`src/sv/hashed_result_cache_lru_defines.svh`:
```
// Assertion macros used by the hashed result cache engine.
`ifndef HASHED_RESULT_CACHE_LRU_DEFINES_SVH
`define HASHED_RESULT_CACHE_LRU_DEFINES_SVH
`ifndef SYNTHESIS
`define HRC_ASSERT_IMP(label, clk, rst_n, ante, cons) \
	label: assert property (@(posedge clk) disable iff (!rst_n) (ante) |-> (cons)) \
	else $error("assertion failed");
`define HRC_ASSERT_NEXT(label, clk, rst_n, ante, cons) \
	label: assert property (@(posedge clk) disable iff (!rst_n) (ante) |=> (cons)) \
	else $error("assertion failed");
`else
`define HRC_ASSERT_IMP(label, clk, rst_n, ante, cons)
`define HRC_ASSERT_NEXT(label, clk, rst_n, ante, cons)
`endif
`endif

```
`src/sv/hrc_pkg.sv`:
```
// Types, constants and helper functions of the hashed result cache.
`default_nettype none
package hrc_pkg;
	localparam int MAX_SIZE_LOG2_DEF = 12;
	localparam int PROBE_LIMIT_DEF = 8;
	localparam logic [63:0] MIX_C1 = 64'hff51afd7ed558ccd;
	localparam logic [63:0] MIX_C2 = 64'hc4ceb9fe1a85ec53;
	localparam logic [63:0] CNT_C = 64'h9e3779b97f4a7c15;

	typedef enum logic [1:0] {
		OP_LOOKUP = 2'd0,
		OP_INSERT = 2'd1,
		OP_CLEAR = 2'd2,
		OP_STATS = 2'd3
	} op_t;

	localparam logic CFG_ENABLE = 1'b0;
	localparam logic CFG_SIZE = 1'b1;

	typedef enum logic [3:0] {
		ST_IDLE,
		ST_H1,
		ST_H2,
		ST_H3,
		ST_H4,
		ST_H5,
		ST_H6,
		ST_H7,
		ST_RD,
		ST_WAIT,
		ST_CHK,
		ST_WR,
		ST_CLR,
		ST_OUT,
		ST_INIT
	} state_t;

	typedef struct packed {
		logic [1:0] op;
		logic [63:0] key_mask;
		logic [5:0] key_count;
		logic [31:0] insert_value;
	} req_t;

	typedef struct packed {
		logic hit;
		logic [31:0] found_value;
		logic evicted;
		logic [31:0] hit_total;
		logic [31:0] miss_total;
		logic [31:0] insert_total;
		logic [31:0] evict_total;
	} res_t;

	function automatic logic [31:0] sat_inc(input logic [31:0] v);
		sat_inc = (v == 32'hffffffff) ? v : v + 32'd1;
	endfunction

	function automatic logic [63:0] mul32(input logic [31:0] a, input logic [31:0] b);
		mul32 = {32'd0, a} * {32'd0, b};
	endfunction
endpackage
`default_nettype wire

```
`src/sv/hrc_front.sv`:
```
// Front end: accepts requests and queues them for the engine.
`default_nettype none
module hrc_front import hrc_pkg::*; (
	input wire logic clk,
	input wire logic arst_n,
	input wire logic in_valid,
	output logic in_stall,
	input wire req_t in_req,
	output logic q_valid,
	input wire logic q_pop,
	output req_t q_req
);
	req_t buf_q [2];
	logic wr_q, rd_q;
	logic [1:0] cnt_q;

	assign in_stall = (cnt_q == 2'd2);
	assign q_valid = (cnt_q != 2'd0);
	assign q_req = buf_q[rd_q];

	always_ff @(posedge clk or negedge arst_n) begin
		if (!arst_n) begin
			wr_q <= 1'b0;
			rd_q <= 1'b0;
			cnt_q <= 2'd0;
		end else begin
			if (in_valid && !in_stall) begin
				wr_q <= ~wr_q;
			end
			if (q_pop && q_valid) begin
				rd_q <= ~rd_q;
			end
			cnt_q <= cnt_q + {1'b0, in_valid && !in_stall} - {1'b0, q_pop && q_valid};
		end
	end

	always_ff @(posedge clk) begin
		if (in_valid && !in_stall) begin
			buf_q[wr_q] <= in_req;
		end
	end
endmodule
`default_nettype wire

```
`config.mk`:
```
export PLATFORM = sky130hd
export DESIGN_NAME = hrc_front
export DESIGN_NICKNAME = d
export VERILOG_FILES = /design/src/sv/hashed_result_cache_lru_defines.svh /design/src/sv/hrc_pkg.sv /design/src/sv/hrc_front.sv
export SDC_FILE = /design/constraint.sdc
export NUM_CORES = 1
export LEC_CHECK = 0
export BUFFER_PORTS_ARGS = -buffer_cell sky130_fd_sc_hd__clkbuf_2
export CORE_ASPECT_RATIO = 0.75
export CORE_MARGIN = 2
export CORE_UTILIZATION = 47
export CTS_CLUSTER_DIAMETER = 50
export DETAILED_ROUTE_END_ITERATION = 12
export PLACE_DENSITY = 0.75
export SETUP_SLACK_MARGIN = 0.02
export SLEW_MARGIN = 25
export SYNTH_ARGS = -nofsm -noshare
export SYNTH_HDL_FRONTEND = slang
export SYNTH_SLANG_ARGS = --single-unit
export TNS_END_PERCENT = 20
```
`constraint.sdc`:
```
create_clock -name clk -period 5.35 [get_ports clk]
set_input_delay 1.605 -clock clk [delete_from_list [all_inputs] [get_ports clk]]
set_output_delay 1.605 -clock clk [all_outputs]
set_load 0.005 [all_outputs]
```
==> out/qor.csv, run 1 <==
metric;value;unit
initial core utilization;47.7;%
CP Data Arrival Time;2160;ps
Max Fanout on Critical Path;38;
maximum clock rate;266;MHz
final wirelength;13900;um
part of the cycle the worst path needs;70.3;%
n_diodes;0;
# port buffers;213;
Tmin final;3760;ps
final hold viol count;0;
DP HPWL;9380;um
required time of the worst setup path;3740;ps
Placer Congestion;0.733;
hold_ws;524;ps
syn_area_per_cell;23.3;sq um
post_cts resized;0;
Die X;154;um
TritonCTS clock tree;done;
largest net degree at the start of global routing;56;
combinational power share;28.3;%
initial antenna violation count;0;
area of the multi-input gates;1460;sq um
CTS Buffer Depth;3;
Top delay family on crit path;buffers and inverters;
CP Launch Type;flop;
Final Max Slew Viols;0;
GR Util All Layers;14.9;%
Main synth FF type;edfxtp_1;
TritonRoute pass-1 iters;4;
Hold Path Class;flop to flop;
crit end category;output port;
peak supply drop;0.350;mV
pre-CTS WS;1880;ps
DR vias/cell;4.90;
Cell Pwr Density;539;nW/um^2
Core Region;16700;sq um
CP max stage cell;dfrtp_4;
Ys Warns;0;
drt initial violations;185;
CP cell instances;buf_4, mux2_2, clkbuf_2;
asr flop ratio synth;1.89;%
Filler cells;1211;
root buffer cell;clkbuf_16;
Seq pwr share;44.7;%
Syn Nets;452;
Post-DP Area;9220;sq um
share of layout cells above drive strength 1;61.1;%
postcts setup bufs;0;
register area;6350;sq um
final worst setup slack;1590;ps
first-pass GRT wire length;20600;um
Post-CTS Hold Buffers;0;
Static Leak;3.92;nW
switching power;1.44;mW
crit path kind;flop to output port;
standard-cell row count;41;
vias in the first global route;4066;
worst slew pin tran;718;ps
Clock Latency Late Sink;490;ps
Post-synth EDFFs;208;
Layout Skew;5.63;ps
Clk pwr share;27.0;%
FF+latch count, synth;212;
Slew headroom;52.1;%
Worst path max stage delay;590;ps
post-route cell area;9910;sq um
Syn Inst Count;342;
status;complete, no violations;
die height;117;um
Sw Ratio;26.9;%
Area Overhead vs Synth;24.6;%
setup violators final;0;
Int Pwr;3.91;mW
DRC viols;0;
global route overflow;0;
Via Count;3937;
Mapped Area;7960;sq um
register area share after synthesis;79.8;%
Inserted Clock Buffers;22;
Clock H-tree levels;1;
Final Net Count;682;
TNS Setup;0;ps
final antenna-violating net count;0;
Yosys cell types;18;
area of the die;18000;sq um
worst path buffer plus inverter count;2;
Reg clk slew, reported paths;60;ps
routed len/inst;17.4;um
unrepaired setup endpoints after global routing;false;
clk sinks;212;
max-cap violations;0;
IO Count;214;
## power groups by stage
stage | Combinational, mW | Clock [mW] | Sequential [mW]
after floorplan | 1.06 | 0 | 2.40
after global placement | 1.51 | 0 | 2.40
after detailed placement | 1.54 | 0 | 2.43
after CTS | 1.54 | 1.48 | 2.39
after global routing | 1.64 | 1.55 | 2.42
final | 1.51 | 1.44 | 2.39
## worst reg2reg max path: cells and delay by family, from the launching register on
family                 cells  cell delay [ps]
AND/OR/NAND/NOR            3              870
buffers and inverters      1              620
flip-flops                 1              410
## state kept, by name (all words and copies together), names as in the netlist
name and count:
buf_q 208, cnt_q 2, rd_q 1, wr_q 1
## through the flow
stage	util [%]	std cells	power [mW]
after floorplan	-	342	3.46
after global placement	55.3	763	3.92
after detailed placement	55.3	763	3.97
after CTS	59.4	803	5.42
after global routing	59.4	803	5.61
final	59.4	803	5.34
## kinds of logic after synthesis
kind of cell / count (synthesis) / synth area share (%)
DFF: 212 / 79.8
muxes: 104 / 17.1
buffers and inverters: 14 / 2.00
and+or+nand+nor: 6 / 0.409
xor gates and xnor gates: 4 / 0.440
adders and majority gates: 2 / 0.314
## cells in the final DEF, fill, tap and decap left out, drive strengths merged
cell / instances
clkbuf: 240
edfxtp: 208
mux2: 104
clkinv: 11
buf: 5
dfrtp: 4
xnor2: 3
inv: 3
ha: 2
or2: 1
and2: 1
nand2b: 1
nand2: 1
and3: 1
nor2: 1
xor2: 1
bufinv: 1
## worst paths after layout
check / startpoint / end / slack [ps] / depth (start not counted)
hold reg to reg: cnt_q[0] / cnt_q[0] / 520 / 1
max in group asynchronous: arst_n / rd_q / 4280 / 1
setup reg to reg: cnt_q[1] / buf_q[0][18] / 3060 / 4
setup / recovery: rd_q / q_req[33] / 1590 / 3
min in group asynchronous: arst_n / wr_q / 920 / 1
hold / removal: cnt_q[0] / cnt_q[0] / 520 / 1
## routing by layer
metal  vias up  GRT usage (%)  wire length (um)
li1       1822              -                 -
met1      1906           19.3              5850
met2       180           24.0              6410
met3        29           5.38              1320
met4         0           4.55               357
met5         -              0                 0
## Yosys cell counts (2+ instances only)
cell type    n  area share, %
mux2_2      54            7.6
dfrtp_1      4            1.3
inv_1        2          0.094
buf_2        5           0.31
buf_12       5            1.3
ha_1         2           0.31
edfxtp_1   208             79
xnor2_1      3           0.33
mux2_4      50            9.4
## final cells by class
| cell class | instances | area share (%) |
|---|---|---|
| Clock inverter | 13 | 1.02 |
| Multi-Input combinational cell | 116 | 14.8 |
| Timing Repair Buffer | 218 | 11.4 |
| Tap cell | 215 | 2.71 |
| Inverter | 2 | 0.0757 |
| Sequential cell | 212 | 64.1 |
| Clock buffer | 27 | 5.96 |
(Power assumes the default switching activity.)
==> inputs of run 2 (changes only) <==
- CORE_UTILIZATION: 47 -> 52
- PLACE_DENSITY: 0.75 -> 0.79
- clock period: 5.35 -> 3.5 ns (I/O delays scaled with it)
==> run 2 against run 1 <==
Against the previous run: cell area rose by 0.20%; via count is 2.2% lower; count of clock-buffer cells in the layout down 3; sequential cell count did not move; clock skew grew 6.1 ps; register-to-register slack lost 1400 ps; largest cell class unchanged; final cell count shrank 1.6%; sequential share of layout area fell by 0.13 points; combinational power up 57%; worst hold slack worse by 150 ps; routed wire length is 1.8% lower.
==> out/qor.csv, run 2 (synthesis gave the netlist of run 1 again) <==
metric;value;unit;change
status;complete, no violations;;
crit end category;output port;;
# port buffers;213;;unchanged
Reg clk slew, reported paths;60;ps;about the same
Clock Latency Late Sink;480;ps;about the same
final hold viol count;0;;unchanged
required time of the worst setup path;2450;ps;-1290 ps
Post-DP Area;9230;sq um;about the same
Top delay family on crit path;buffers and inverters;;
part of the cycle the worst path needs;80.9;%;
first-pass GRT wire length;20900;um;+1.2%
CTS Buffer Depth;3;;unchanged
Final Max Slew Viols;0;;unchanged
Die X;147;um;-4.8%
die height;111;um;-4.8%
initial antenna violation count;0;;unchanged
root buffer cell;clkbuf_16;;
post_cts resized;0;;unchanged
area of the multi-input gates;1460;sq um;unchanged
postcts setup bufs;0;;unchanged
maximum clock rate;353;MHz;
drt initial violations;225;;+22%
Post-CTS Hold Buffers;0;;unchanged
DR vias/cell;4.87;;-0.60%
Worst path max stage delay;440;ps;-150 ps
Layout Skew;11.7;ps;+6.10 ps
Slew headroom;53.8;%;+1.7 points
Largest regs;buf_q (208), cnt_q (2);;
IO Count;214;;unchanged
Cell Pwr Density;830;nW/um^2;+54%
Static Leak;3.92;nW;+0.17%
final wirelength;13700;um;-1.8%
Core Region;15100;sq um;-9.6%
n_diodes;0;;unchanged
clk sinks;212;;unchanged
largest net degree at the start of global routing;54;;-3.6%
max reg flops;208;;unchanged
Cells after DPL;754;;-1.2%
Finished Layout Cells;790;;-1.6%
Most flops, register;buf_q;;
hold_ws;379;ps;-145 ps
Pwr Total;8.24;mW;+54%
standard-cell row count;39;;-4.9%
setup violators final;0;;unchanged
peak supply drop;0.406;mV;+16%
Clock H-tree levels;1;;unchanged
unrepaired setup endpoints after global routing;false;;
share of layout cells above drive strength 1;61.4;%;+0.31 points
commonest non-fill, non-tap cell in the layout;clkbuf_2;;
final antenna-violating net count;0;;unchanged
r2r endpoint;buf_q[1][44];;
vias in the first global route;4102;;+0.89%
Final Net Count;682;;unchanged
CP max stage cell;dfrtp_4;;
DP HPWL;9230;um;-1.6%
worst slew pin tran;693;ps;-25.2 ps
setup slack, reg-to-reg;1660;ps;-1400 ps
DRC viols;0;;unchanged
Area Overhead vs Synth;24.8;%;
initial core utilization;52.8;%;+5.0 points
Worst Reg-to-Reg Cells;3;;-1
Max Fanout on Critical Path;52;;+37%
CP cell instances;buf_12, mux2_2, clkbuf_2;;
worst path buffer plus inverter count;2;;unchanged
Hold Path Class;input pin to async pin;;
TritonRoute pass-1 iters;4;;unchanged
max-cap violations;0;;unchanged
CP Launch Type;flop;;
CP Data Arrival Time;1780;ps;-380 ps
routed len/inst;17.3;um;-0.19%
crit path kind;flop to output port;;
most frequent cells in the layout;clkbuf_2, edfxtp_1, mux2_2;;
Filler cells;1003;;-17%
GR Util All Layers;16.4;%;+1.5 points
TritonCTS clock tree;done;;
Via Count;3850;;-2.2%
post-route cell area;9930;sq um;+0.20%
Inserted Clock Buffers;21;;-4.5%
register area;6350;sq um;unchanged
Tmin final;2830;ps;
global route overflow;0;;unchanged
area of the die;16300;sq um;-9.3%
reg-to-reg startpoint;cnt_q[1];;
Placer Congestion;0.730;;-0.41%
[run 2: changes by cell type in the layout (fill, tap and decap cells not counted), sizes merged]
cell      previous run  this run
clkinv              11         6
buf                  5         6
inv                  3         2
clkinvlp             0         2
clkbuf             240       237
bufinv               1         4
[run 2: stage by stage]
step	setup TNS, ps	util, %	setup WS [ps]
after floorplan	-48690	-	-468
after global placement	0	61.2	1100
after detailed placement	0	61.2	1070
after CTS	0	65.9	642
after global routing	0	65.9	594
final	0	65.9	669
[run 2: per-layer routing]
metal	up-vias	global-route usage [%]	routed length, um
li1	1819	-	-
met3	18	6.42	1310
met4	0	3.82	218
met2	161	27.0	6510
met1	1852	20.7	5660
met5	-	0	0
[run 2: worst register-to-register path, cell delays in order, from the launching register on]
cell and delay [ps]:
dfrtp_1 400, nand2b_1 150, and3_4 550, buf_12 370
[run 2: cell type report]
| cell class | count | area share, % |
|---|---|---|
| Sequential cell | 212 | 63.9 |
| Timing Repair Buffer | 219 | 11.6 |
| Tap cell | 205 | 2.58 |
| Multi-Input combinational cell | 116 | 14.7 |
| Clock inverter | 12 | 1.69 |
| Inverter | 2 | 0.0756 |
| Clock buffer | 24 | 5.41 |
[run 2: worst max path at each step]
stage / from / endpoint / slack [ps] / cells past startpoint
final: rd_q / q_req[12] / 670 / 3
after global routing: rd_q / q_req[4] / 590 / 3
after CTS: rd_q / q_req[12] / 640 / 3
after detailed placement: in_valid / buf_q[1][60] / 1070 / 3
after global placement: in_valid / buf_q[1][54] / 1100 / 3
after floorplan: in_valid / buf_q[1][0] / -470 / 1
[run 2: power breakdown]
part	leakage (nW)	switching, mW	total [mW]	internal [mW]
registers	1.98	0.144	3.62	3.48
clock network	0.340	0.858	2.25	1.40
logic	1.61	1.14	2.37	1.23
